`config.mk`:
```
export PLATFORM = sky130hd
export DESIGN_NAME = pngu_predict
export DESIGN_NICKNAME = d
export VERILOG_FILES = /design/src/design/pngu_pkg.sv /design/src/design/pngu_predict.sv
export SDC_FILE = /design/constraint.sdc
export NUM_CORES = 1
export LEC_CHECK = 0
export BUFFER_PORTS_ARGS = -buffer_cell sky130_fd_sc_hd__buf_2
export CAP_MARGIN = 20
export CORE_ASPECT_RATIO = 1.5
export CORE_MARGIN = 4
export CORE_UTILIZATION = 60
export DETAILED_ROUTE_END_ITERATION = 12
export GPL_TIMING_DRIVEN = 0
export PLACE_DENSITY = 0.85
export SLEW_MARGIN = 20
export SYNTH_ARGS = -nofsm -noshare
export SYNTH_HDL_FRONTEND = slang
export SYNTH_SLANG_ARGS = --single-unit
```
`constraint.sdc`:
```
create_clock -name vclk -period 10.45
set_input_delay 0 -clock vclk [all_inputs]
set_output_delay 0 -clock vclk [all_outputs]
set_load 0.1 [all_outputs]
```
`src/design/pngu_pkg.sv`:
```
// Package: filter codes and the beat types shared by the scanline unfilter modules.
package pngu_pkg;

	typedef logic [2:0] filt_t;

	localparam filt_t FILT_NONE  = 3'd0;
	localparam filt_t FILT_SUB   = 3'd1;
	localparam filt_t FILT_UP    = 3'd2;
	localparam filt_t FILT_AVG   = 3'd3;
	localparam filt_t FILT_PAETH = 3'd4;
	localparam filt_t FILT_BAD   = 3'd5;

	localparam logic [7:0] FILT_MAX_CODE = 8'd4;

	typedef struct packed {
		filt_t      filt;
		logic [7:0] x;
		logic [7:0] a;
		logic [7:0] b;
		logic [7:0] c;
	} pred_in_t;

	typedef struct packed {
		logic [7:0] result;
		logic       bad;
	} pred_out_t;

endpackage

```
`src/design/pngu_predict.sv`:
```
// Predictor: None, Sub, Up, Average and Paeth reconstruction of one byte.
module pngu_predict (
	input  pngu_pkg::pred_in_t  pin,
	output pngu_pkg::pred_out_t pout
);
	import pngu_pkg::*;

	logic [8:0] ab;
	logic [8:0] cc;
	logic [8:0] pa;
	logic [8:0] pb;
	logic [8:0] pc;
	logic [7:0] paeth;
	logic [7:0] pred;

	assign ab = {1'b0, pin.a} + {1'b0, pin.b};
	assign cc = {pin.c, 1'b0};
	assign pa = (pin.b > pin.c) ? {1'b0, pin.b - pin.c} : {1'b0, pin.c - pin.b};
	assign pb = (pin.a > pin.c) ? {1'b0, pin.a - pin.c} : {1'b0, pin.c - pin.a};
	assign pc = (ab > cc) ? (ab - cc) : (cc - ab);

	always_comb begin
		priority if (pa <= pb && pa <= pc) begin
			paeth = pin.a;
		end else if (pb <= pc) begin
			paeth = pin.b;
		end else begin
			paeth = pin.c;
		end
	end

	always_comb begin
		pout.bad = 1'b0;
		unique case (pin.filt)
			FILT_NONE:  pred = 8'd0;
			FILT_SUB:   pred = pin.a;
			FILT_UP:    pred = pin.b;
			FILT_AVG:   pred = ab[8:1];
			FILT_PAETH: pred = paeth;
			default: begin
				pred     = 8'd0;
				pout.bad = 1'b1;
			end
		endcase
		pout.result = pin.x + pred;
	end

endmodule

```
* Yosys cells after proc, flatten, opt, wreduce, memory -nomap -nowiden *
Cells that the tools add are included.

storage, ports and cells
  bits in registers = 0
  input port bits = 35
  output and inout bits = 9

operators by class
  $add $sub $neg = 8
  magnitude comparators = 6
  equality and inequality tests = 4
  mux-type cells = 7
  reduce and logical (&&, ||, !) cells = 3

operator list
  kind                                                             number
  8-bit 2-to-1 mux                                                 4
  8-bit case mux with 4 select lines                               1
  8-bit subtractor                                                 4
  8-bit by 9-bit <= comparator with 1-bit output                   2
  9-bit subtractor                                                 2
  8-bit > comparator                                               2
  8-bit by 8-bit adder with 9-bit output                           1
  9-bit > comparator                                               1
  9-bit 2-to-1 mux                                                 1
  8-bit adder                                                      1
  8-bit <= comparator                                              1
  3-bit by 2-bit == test with 1-bit output, second input constant  2
  5-bit OR reduction                                               1
  3-bit by 1-bit == test with 1-bit output, second input constant  1
  3-bit == test, second input constant                             1
  3-bit zero test                                                  1
  1-bit logical AND                                                1
  1-bit 2-to-1 mux                                                 1

* Depth between registers and ports, before layout *
Gate-level depths: netlist (run 1).

  depth after elaboration = 8
  mapped depth = 41
  depth with buffers taken out = 39

* Least setup slack after synthesis (run 1) *
Ideal clock, no wire load.

  path kind = input to output
  start = input port pin[9] in the netlist's numbering
  end = output port pout[8] in the netlist's numbering
  data arrival time = 7.818 ns
  required time = 10.450 ns
  slack = 2.632 ns
  stages = 38
  path through = ha_1 a21o_1 a21oi_1 o21ai_0 a21oi_1 o21ai_0 a21oi_1 xor2_1 inv_1 ha_1 o21ai_0 o21bai_1 o22ai_2 mux2_4 o31ai_1 nand2_1 a21oi_1 o21ai_0 (+2 left out) a21o_1 a21oi_1 o211ai_1 a21oi_1 a211oi_1 a21oi_1 a221oi_2 o21ai_0 ha_1 a21o_1 a21oi_1 o21bai_1 a21oi_1 o21ai_0 xnor2_1 nor2_1 nand2_1 o211ai_1

RTL lines
  element          RTL line           source
  start, declared  pngu_predict.sv:3  input pngu_pkg::pred_in_t pin,
  end, declared    pngu_predict.sv:4  output pngu_pkg::pred_out_t pout

==> flow_results.org, run 1 <==
** Route
- In this run the remaining antenna-violating nets after routing total 0.
- In this run, the number of DRC markers left after iteration 0 of detailed routing was 167.
- Using the TritonRoute via totals, the vias-per-cell ratio works out to 6.155.
- Number of vias in the routed layout :: 3545
- The first detailed-routing pass ran for 5 iterations.
- Wire length after detailed routing :: 9766 um
- After detailed routing, the average wire length per cell comes to 16.95 um.
- After detailed routing, the number of remaining DRC violations is 0.

** Place
- Hpwl dp :: 8514 um
- Instance count after placement with tap cells included :: 576
- In this run the tool buffered the top-level ports with 42 buffer cells.
- Routability-driven placement finished with a final weighted congestion of 0.9526.

** Synth
- Number of instances in the synthesized netlist :: 464
- Of the post-synthesis cell area, the dominant cell type holds 29.40%.
- Summing the sequential cell areas from Yosys gives 0% of the chip area.
- Yosys instantiated no cell more often than ha_1.
- Commonest cells in the synthesized netlist :: ha_1 (81), inv_1 (66), a21oi_1 (48), nand2_1 (34), o21ai_0 (31)
- The netlist uses 59 different library cells.
- Largest area contributor in the synthesized netlist :: ha_1
- Post-synthesis instance area :: 3447 um^2
- Largest cells by area after synthesis :: ha_1 (29%), inv_1 (7.2%), a21oi_1 (7.0%), xnor2_1 (5.1%), fa_1 (4.6%)
- Warnings from Yosys :: 0
- Averaged over all synthesized cells, the footprint is 7.429 um^2.
- Syn Nets :: 588

** Final layout
- Number of antenna diodes :: 0
- The design has 0 sequential cells.
- Counting the clock-network buffers in the layout gives 0.
- The sequential cells in the finished layout cover a total of 0 um^2.
- The area growth from synthesis to layout is 8.784%.
- Leaving out filler cells and counting taps, the final layout contains 576.
- The net count of the finished layout is 632.
- Fraction of final layout cells with drive strength greater than 1 :: 13.83%

** Pwr
- VDD sags by at most 0.0002778 V.
- The analysis attributes to cell leakage a power of 1.973 nW.
- Power per cell area :: 184.5 nW/um^2
- The completed layout was analyzed and its total power is 0.6919 mW.

** STA
- The number of hold-slack violations in the final timing report was 0.
- Summed over all failing endpoints, the final setup total negative slack is 0 ns.
- Final Cycle Share :: 86.77%
- Final count of pins violating max slew :: 0
- Min Tclk post-route :: 9.067 ns
- For the pin with the worst max-slew slack, the measured transition is 0.7580 ns.
- Rel. slew slack :: 49.13%
- Setup repair after global routing missed its margin :: false
- Based on the critical path, the design can be clocked at up to 110.3 MHz.
- Setup violations remaining at the end of the flow were counted as 0.

** Critical path
- Critical path class :: in2out
- Highest fanout seen on the critical path :: 7
- The slowest stage of the critical path is the a211oi_1 cell.
- For the worst setup path, the data required time is 10.45 ns.
- Worst Path Arrival :: 9.07 ns
- In this design, the stage delay of the slowest critical-path cell is 0.58 ns.
- Worst path most repeated cell :: o21ai_0
- STA classifies the critical path endpoint as a primary output.
- Critical path launch point type :: input pin

** GRT
- Global-route wire length before repair :: 16140 um
- Antenna violations before repair :: 0
- The via count of the first global-routing pass is 3662.
- Global routing finished with a remaining overflow of 0.
- Largest net degree at the start of global routing :: 11
- GRT Util Overall :: 27.44%

** Clock network
- Post-CTS timing repair inserted 0 buffers for setup.
- CTS hold repair buffers :: 0
- PostCTS Resize Cnt :: 0

** Status
- Outcome :: finished clean

** Floorplanning
- Row count :: 33
- Initial Utilization :: 62.30%
- The die covers 7047 um^2.
- From bottom edge to top edge, the die measures 100.8 um.
- The floorplan step defined a core boundary enclosing 5533 um^2.
- From left edge to right edge, the die measures 69.89 um.
- Pin placement for this block handled 44 I/O pins.

** Job
- Number of max-cap violations :: 0

** Worst hold path
- Hold Path Class :: in2out
## placed cells by master, fill, tap and decap left out, types with 4 or more instances in the layout
cell type   n
mux2i_1    15
a21oi_1    48
inv_1      66
mux2_2      7
nor2_1     18
ha_1       81
nand4_1     9
fa_1        8
xnor2_1    20
buf_2      44
nor2b_1     4
o22ai_1    10
o21bai_1    7
nand2_1    34
clkbuf_1    4
a221oi_1    6
o21ai_0    31
a21o_1     12
xor2_1      9
a211oi_1    5
a22oi_1     6
nand3_1     7
## routing by layer
metal	global-route usage (%)	wire [um]	vias to the layer above
li1	-	-	1748
met1	29.60	3775	1657
met2	54.48	5210	108
met3	0.4990	278	32
met4	12.68	502	0
met5	0	0	-
## where the power goes
part / internal, mW / switching, mW
clock: 0 / 0
combinational: 0.237 / 0.455
sequential: 0 / 0
## worst max-delay path: cells and delay by family
| family | cells | cell delay, ns |
|---|---|---|
| compound gates | 22 | 4.42 |
| xor+xnor | 3 | 0.74 |
| fa+ha+maj | 4 | 1.40 |
| buf+inv | 4 | 0.91 |
| simple gates | 6 | 1.23 |
| mux | 1 | 0.35 |
## cell type report
| cell class | instances | area, um^2 |
|---|---|---|
| multi-input cells | 390 | 3158 |
| fillers | 503 | 1783 |
| inverters | 66 | 247.7 |
| repair buffers | 42 | 210.2 |
| well taps | 70 | 87.58 |
| plain buffers | 8 | 46.29 |
## cells by family after synthesis
kind of cell | after synthesis | share of synthesized area, %
multiplexers | 23 | 7.078
adder cells (fa/ha/maj) | 90 | 34.34
buffers and inverters | 74 | 8.530
AND/OR/NAND/NOR | 92 | 13.18
XOR/XNOR | 30 | 7.841
AO/OA/AOI/OAI | 155 | 29.04
## path summary, 6_finish.rpt
kind                 from  slack (ns)      end  cells after the start
setup / recovery   pin[9]        1.38  pout[8]                     40
hold / removal    pin[24]        0.58  pout[1]                      3
## through the flow
step / utilization [%] / hold slack, ns / setup WS, ns / instance area, um^2
2_1_floorplan: - / 0.5456 / 2.632 / 3447
3_3_place_gp: 67.68 / 0.5742 / 1.635 / 3745
3_5_place_dp: 67.68 / 0.5807 / 1.490 / 3745
4_1_cts: 67.68 / 0.5807 / 1.475 / 3745
5_1_grt: 67.77 / 0.6020 / 0.7844 / 3750
6_report: 67.77 / 0.5772 / 1.383 / 3750
Power figures use the tool's default switching activity.
==> run 2, diff against run 1 <==
--- a/config.mk
+++ b/config.mk
@@ -9,10 +9,10 @@
 export CAP_MARGIN = 20
 export CORE_ASPECT_RATIO = 1.5
 export CORE_MARGIN = 4
-export CORE_UTILIZATION = 60
+export CORE_UTILIZATION = 50
 export DETAILED_ROUTE_END_ITERATION = 12
 export GPL_TIMING_DRIVEN = 0
-export PLACE_DENSITY = 0.85
+export PLACE_DENSITY = 0.73
 export SLEW_MARGIN = 20
 export SYNTH_ARGS = -nofsm -noshare
 export SYNTH_HDL_FRONTEND = slang
==> run 2 against run 1 <==
Against the previous run:
- cell count increased by 1.0%
- highest routed layer unchanged
- global-route usage shrank 2.7 points
- critical endpoint unchanged
- cell area increased by 0.20%
==> flow_results.org, run 2 (synthesized netlist as in run 1, its figures left out) <==
** GRT
- The via count of the first global-routing pass came to 3587 (-2.0%).
- The overall fraction of global-route tracks in use is 24.78% (-2.7 points).
- Antenna violations before repair :: 0 (unchanged)
- Largest net degree at the start of global routing :: 11 (unchanged)
- Global-route wire length before repair :: 16350 um (+1.3%)
- Total global routing overflow :: 0 (unchanged)

** STA
- Rel. slew slack :: 45.61% (-3.5 points)
- Setup repair after global routing left no endpoint under its margin.
- The worst-margin pin slew came to 0.8104 ns (+0.05241 ns).
- The worst hold slack after final layout is 0.5825 ns (+0.005342 ns).
- Final count of negative-setup-slack endpoints :: 0 (unchanged)
- The total negative setup slack was 0 ns (unchanged).
- The fmax was 109.0 MHz (-1.2%).
- Minimum setup slack in the final design :: 1.274 ns (-0.1084 ns)
- Final Cycle Share :: 87.80% (+1.0 points)
- The post-layout minimum cycle time was 9.176 ns (+0.1084 ns).
- The final count of pins violating max slew came to 0 (unchanged).
- The number of hold-slack violations in the final timing report was 0 (unchanged).

** Floorplanning
- Core area :: 6621 um^2 (+20%)
- The area of the die is 8314 um^2 (+18%).
- The number of placement rows was 36 (+9.1%).
- The overall die height is 109.7 um (+8.8%).
- Initial Utilization :: 52.06% (-10 points)
- The width of the chip was 75.80 um (+8.5%).
- Top-level I/O count :: 44 (unchanged)

** Pwr
- The overall power consumption was 0.6984 mW (+0.95%).
- Power share of the combinational group :: 100.0% (about the same)
- The clock network power share came to 0% (unchanged).
- The design internal power is 0.2375 mW (+0.28%).
- The highest ir drop seen on vdd came to 0.0002053 V (-26%).
- Sw power :: 0.4609 mW (+1.3%)
- The cell area power density is 185.9 nW/um^2 (+0.74%).
- Switching share of power :: 65.99% (+0.23 points)
- The sequential cell fraction of total power came to 0% (unchanged).
- Leakage :: 1.973 nW (unchanged)

** Worst hold path
- For hold timing, the worst endpoint is pout[1].
- Source of the worst hold timing path :: pin[24]
- The hold path depth is 3 (unchanged).
- The path class of the tightest hold or removal check is in2out.

** Final layout
- Number of standard cells in the layout, taps in and fillers out :: 582 (+1.0%)
- Area taken by flip-flops and latches :: 0 um^2 (unchanged)
- The top cell types in the final layout, fill and taps aside, are ha_1 (81), inv_1 (66), a21oi_1 (48).
- The share of layout cells above drive strength 1 came to 13.83% (unchanged).
- Final-layout clock buffer total :: 0 (unchanged)
- The antenna diode count came to 0 (unchanged).
- Final Net Count :: 632 (unchanged)
- Area delta synth->final :: 9.002%
- The sequential cell count of the final layout was 0 (unchanged).
- Most frequent standard cell in the layout excluding fill and tap cells :: ha_1
- The number of inserted filler cells in the final layout came to 632 (+26%).

** Critical path
- Critical path launch point type :: input pin
- The worst setup path is of the in2out kind.
- The maximum cell stage delay along the critical path came to 0.67 ns (+0.09 ns).
- STA classifies the critical path endpoint as a primary output.
- Worst path most repeated cell :: o21ai_0
- On the critical path, the stage with the largest delay is an instance of a211oi_1.
- Worst Path Arrival :: 9.18 ns (+0.11 ns)
- The data required time at the worst endpoint came to 10.45 ns (about the same).
- The largest fanout on the critical path was 10 (+3).

** Route
- DRC :: 0 (unchanged)
- Routed wire per std cell :: 17.06 um (+0.62%)
- Initial detailed-routing violation count :: 146 (-13%)
- Wire length after detailed routing :: 9929 um (+1.7%)
- The first-pass iteration count of the detailed router is 4 (-1).
- The number of antenna-violating nets in the routed design came to 0 (unchanged).
- The via count normalized by instance count is 5.993 (-2.6%).
- Number of vias in the routed layout :: 3488 (-1.6%)

** Clock network
- The number of buffers inserted for hold repair after clock tree synthesis was 0 (unchanged).
- PostCTS Resize Cnt :: 0 (unchanged)
- The setup fix buffers added after clock tree synthesis is 0 (unchanged).

** Place
- The number of port buffers was 42 (unchanged).
- The estimated wirelength of the detail-placed design is 8771 um (+3.0%).
- Last weighted congestion value of the routability-driven placer :: 0.9980 (+4.8%)
- The cell count after placement is 582 (+1.0%).
- The pre-CTS setup slack came to 1.290 ns (-0.1996 ns).

** Job
- Number of max-cap violations :: 0 (unchanged)

** Status
- The run finished with clean final reports.
## run 2: cell counts in the layout (fill, tap and decap cells not counted)
Identical to the previous run, type by type.
## run 2: layout make-up
class / count / area (um^2) / share of cell area (%)
tap: 76 / 95.09 / 2.531
buffer: 8 / 46.29 / 1.232
multi-input combinational: 390 / 3158 / 84.05
timing repair buffer: 42 / 210.2 / 5.594
inverter: 66 / 247.7 / 6.593
## run 2: worst max-delay path by stage
stage	startpoint	endpoint	slack, ns	cells past startpoint
2_1_floorplan	pin[9]	pout[8]	2.63	38
3_3_place_gp	pin[9]	pout[8]	1.49	39
3_5_place_dp	pin[9]	pout[8]	1.29	39
4_1_cts	pin[9]	pout[8]	1.25	39
5_1_grt	pin[9]	pout[8]	0.52	39
6_report	pin[8]	pout[8]	1.27	40
## run 2: per-layer routing
layer / part of all wire, % / track usage, % / up-vias / routed length [um]
met5: 0 / 0 / - / 0
met4: 3.5 / 8.125 / 0 / 347
met3: 2.2 / 0.6404 / 22 / 215
met2: 55 / 47.67 / 77 / 5503
met1: 39 / 28.04 / 1633 / 3863
li1: - / - / 1756 / -
## run 2: power by group through the flow
stage	registers [mW]	clock network [mW]	logic [mW]
6_report	0	0	0.698
5_1_grt	0	0	0.770
4_1_cts	0	0	0.691
3_5_place_dp	0	0	0.687
3_3_place_gp	0	0	0.671
2_1_floorplan	0	0	0.536
## run 2: worst max-delay path: cells and delay by family
kind,cells,cell delay (ns)
compound gates,23,4.86
buf+inv,3,0.64
simple gates,5,1.05
mux,1,0.35
xor+xnor,3,0.73
fa+ha+maj,5,1.54
## run 2: per-stage QoR
step | util, % | instance area (um^2)
floorplan | - | 3447
global placement | 56.67 | 3752
detailed placement | 56.67 | 3752
CTS | 56.67 | 3752
global route | 56.75 | 3757
finish | 56.75 | 3757
==> run 3, diff against run 2 <==
--- a/config.mk
+++ b/config.mk
@@ -6,13 +6,13 @@
 export NUM_CORES = 1
 export LEC_CHECK = 0
 export BUFFER_PORTS_ARGS = -buffer_cell sky130_fd_sc_hd__buf_2
-export CAP_MARGIN = 20
 export CORE_ASPECT_RATIO = 1.5
 export CORE_MARGIN = 4
-export CORE_UTILIZATION = 50
+export CORE_UTILIZATION = 30
 export DETAILED_ROUTE_END_ITERATION = 12
 export GPL_TIMING_DRIVEN = 0
-export PLACE_DENSITY = 0.73
+export PLACE_DENSITY = 0.5
+export REMOVE_ABC_BUFFERS = 1
 export SLEW_MARGIN = 20
 export SYNTH_ARGS = -nofsm -noshare
 export SYNTH_HDL_FRONTEND = slang
==> run 3 against run 2 <==
Against the previous run:
- first-iteration DRC count shrank 3.4%
- critical path type unchanged
- fmax shrank 1.8%
- cell area grew 2.1%
- sequential share of layout area is the same
- worst hold slack lost 0.0081 ns
- power grew 0.64%
- critical endpoint unchanged
- die area grew 60%
==> flow_results.org, run 3 (synthesized netlist as in run 1, its figures left out) <==
** STA
- Setup repair after global routing missed its margin :: false
- The fmax is 107.1 MHz (-1.8%).
- Worst hold slack :: 0.5744 ns (-0.008070 ns)
- The tightest slew margin relative to the limit came to 39.06% (-6.6 points).
- Number of endpoints with negative hold slack in the final report :: 0 (unchanged)
- Min Tclk post-route :: 9.341 ns (+0.1657 ns)
- The final count of pins violating max slew is 0 (unchanged).
- The number of setup violations in the final report was 0 (unchanged).
- The post-route fraction of the period consumed by the critical path was 89.39% (+1.6 points).
- The total negative setup slack is 0 ns (unchanged).
- The worst-margin pin slew is 0.9080 ns (+0.09765 ns).

** Final layout
- Final Net Count :: 627 (-0.79%)
- Most frequent standard cell in the layout excluding fill and tap cells :: ha_1
- Sequential cells :: 0 (unchanged)
- Number of standard cells in the layout, taps in and fillers out :: 648 (+11%)
- The number of inserted filler cells in the final layout was 1186 (+88%).
- The sequential cell area in the final layout was 0 um^2 (unchanged).
- Final-layout clock buffer total :: 0 (unchanged)
- Compared with the post-synthesis result, the final layout area differs by 11.32%.
- The antenna diode count was 0 (unchanged).
- The library cells used most frequently in the layout, excluding fill and tap cells, are ha_1 (81), inv_1 (66), a21oi_1 (48).
- The share of layout cells above drive strength 1 is 14.17% (+0.34 points).

** Critical path
- Counting stages on the worst path, the most repeated cell is o21ai_0.
- Highest fanout seen on the critical path :: 15 (+5)
- The data required time at the worst endpoint is 10.45 ns (about the same).
- The worst setup path is captured at a primary output.
- The arrival time of data at the critical path endpoint was 9.34 ns (+0.16 ns).
- Critical path's largest stage delay :: 0.51 ns (-0.16 ns)
- The critical path is of the in2out type.
- Critical path launch point type :: input pin
- Master of the slowest instance on the critical path :: or2_0

** GRT
- Global-route wire length before repair :: 17860 um (+9.3%)
- Total global routing overflow :: 0 (unchanged)
- Number of global-route vias before repair :: 3683 (+2.7%)
- Largest net degree at the start of global routing :: 17 (+6)
- GRT Util Overall :: 16.78% (-8.0 points)
- The number of antenna violations at the first check in global routing came to 0 (unchanged).

** Worst hold path
- The worst hold path terminates at pout[1].
- The hold path depth was 3 (unchanged).
- Hold Path Class :: in2out
- The startpoint identified for the worst hold timing path is pin[24].

** Pwr
- The static power due to leakage was 1.966 nW (-0.33%).
- The cell area power density is 183.2 nW/um^2 (-1.5%).
- Post-layout power :: 0.7029 mW (+0.64%)
- Internal power contribution :: 0.2349 mW (-1.1%)
- Power share of the sequential group :: 0% (unchanged)
- The combinational group share of total power was 100.0% (about the same).
- Sw power :: 0.4680 mW (+1.5%)
- The switching share of total power was 66.58% (+0.59 points).
- The clock network power share is 0% (unchanged).
- The highest ir drop seen on vdd is 0.0001729 V (-16%).

** Floorplanning
- The top-level I/O count was 44 (unchanged).
- The area of the core came to 11110 um^2 (+68%).
- The area of the die is 13300 um^2 (+60%).
- The overall die height was 139.3 um (+27%).
- The effective utilization at floorplan came to 31.01% (-21 points).
- The number of placement rows came to 47 (+31%).
- Die X :: 95.52 um (+26%)

** Route
- Number of vias in the routed layout :: 3466 (-0.63%)
- DRC :: 0 (unchanged)
- The via count normalized by instance count came to 5.349 (-11%).
- The first-pass iteration count of the detailed router came to 4 (unchanged).
- Routed wire per std cell :: 17.04 um (-0.14%)
- Initial detailed-routing violation count :: 141 (-3.4%)
- The number of antenna-violating nets in the routed design was 0 (unchanged).
- The total wire length was 11040 um (+11%).

** Status
- The flow ran to the end, and the final reports show no timing, DRC or antenna violations.

** Clock network
- PostCTS Resize Cnt :: 0 (unchanged)
- The setup fix buffers added after clock tree synthesis came to 0 (unchanged).
- The number of buffers inserted for hold repair after clock tree synthesis came to 0 (unchanged).

** Job
- The max-cap check violation count was 0 (unchanged).

** Place
- Last weighted congestion value of the routability-driven placer :: 0.9006 (-9.8%)
- The cell count after placement came to 648 (+11%).
- The number of port buffers is 44 (+4.8%).
- Hpwl dp :: 9909 um (+13%)
==> run 3: worst max-delay path by stage <==
stage / slack (ns) / cells past startpoint / start / to
floorplan: 2.40 / 38 / pin[9] / pout[8]
global placement: 0.80 / 39 / pin[9] / pout[8]
detailed placement: 0.73 / 39 / pin[9] / pout[8]
CTS: 0.67 / 39 / pin[9] / pout[8]
global route: 0.23 / 39 / pin[9] / pout[8]
finish: 1.11 / 39 / pin[9] / pout[8]
==> run 3: power groups by stage <==
stage | Sequential, mW | Clock [mW] | Combinational (mW)
2_1_floorplan | 0 | 0 | 0.528
3_3_place_gp | 0 | 0 | 0.685
3_5_place_dp | 0 | 0 | 0.699
4_1_cts | 0 | 0 | 0.702
5_1_grt | 0 | 0 | 0.779
6_report | 0 | 0 | 0.703
==> run 3: final cells by class <==
| type | instances | area (um^2) | share of cell area, % |
|---|---|---|---|
| tap | 147 | 183.9 | 4.793 |
| multi-input combinational | 390 | 3178 | 82.82 |
| timing repair buffer | 45 | 227.7 | 5.934 |
| inverter | 66 | 247.7 | 6.456 |
==> run 3: layer usage <==
layer	vias to the layer above	global-route usage [%]	wire (um)
met5	-	0	0
li1	1743	-	-
met3	24	0.4320	185
met1	1628	18.12	4138
met4	0	4.948	337
met2	71	33.72	6378
==> run 3: worst max-delay path: cells and delay by family <==
kind                     cells  cell delay (ns)
AO/OA/AOI/OAI               22             4.52
XOR/XNOR                     3             0.73
adder cells (fa/ha/maj)      4             1.40
buffers and inverters        3             0.73
multiplexers                 1             0.36
AND/OR/NAND/NOR              6             1.55
==> run 3: per-stage QoR <==
stage,util [%],setup WS [ns],instance area [um^2]
4_1_cts,34.41,0.6724,3825
6_report,34.53,1.109,3837
3_5_place_dp,34.41,0.7256,3825
3_3_place_gp,34.23,0.8005,3805
2_1_floorplan,-,2.401,3401
5_1_grt,34.53,0.2327,3837
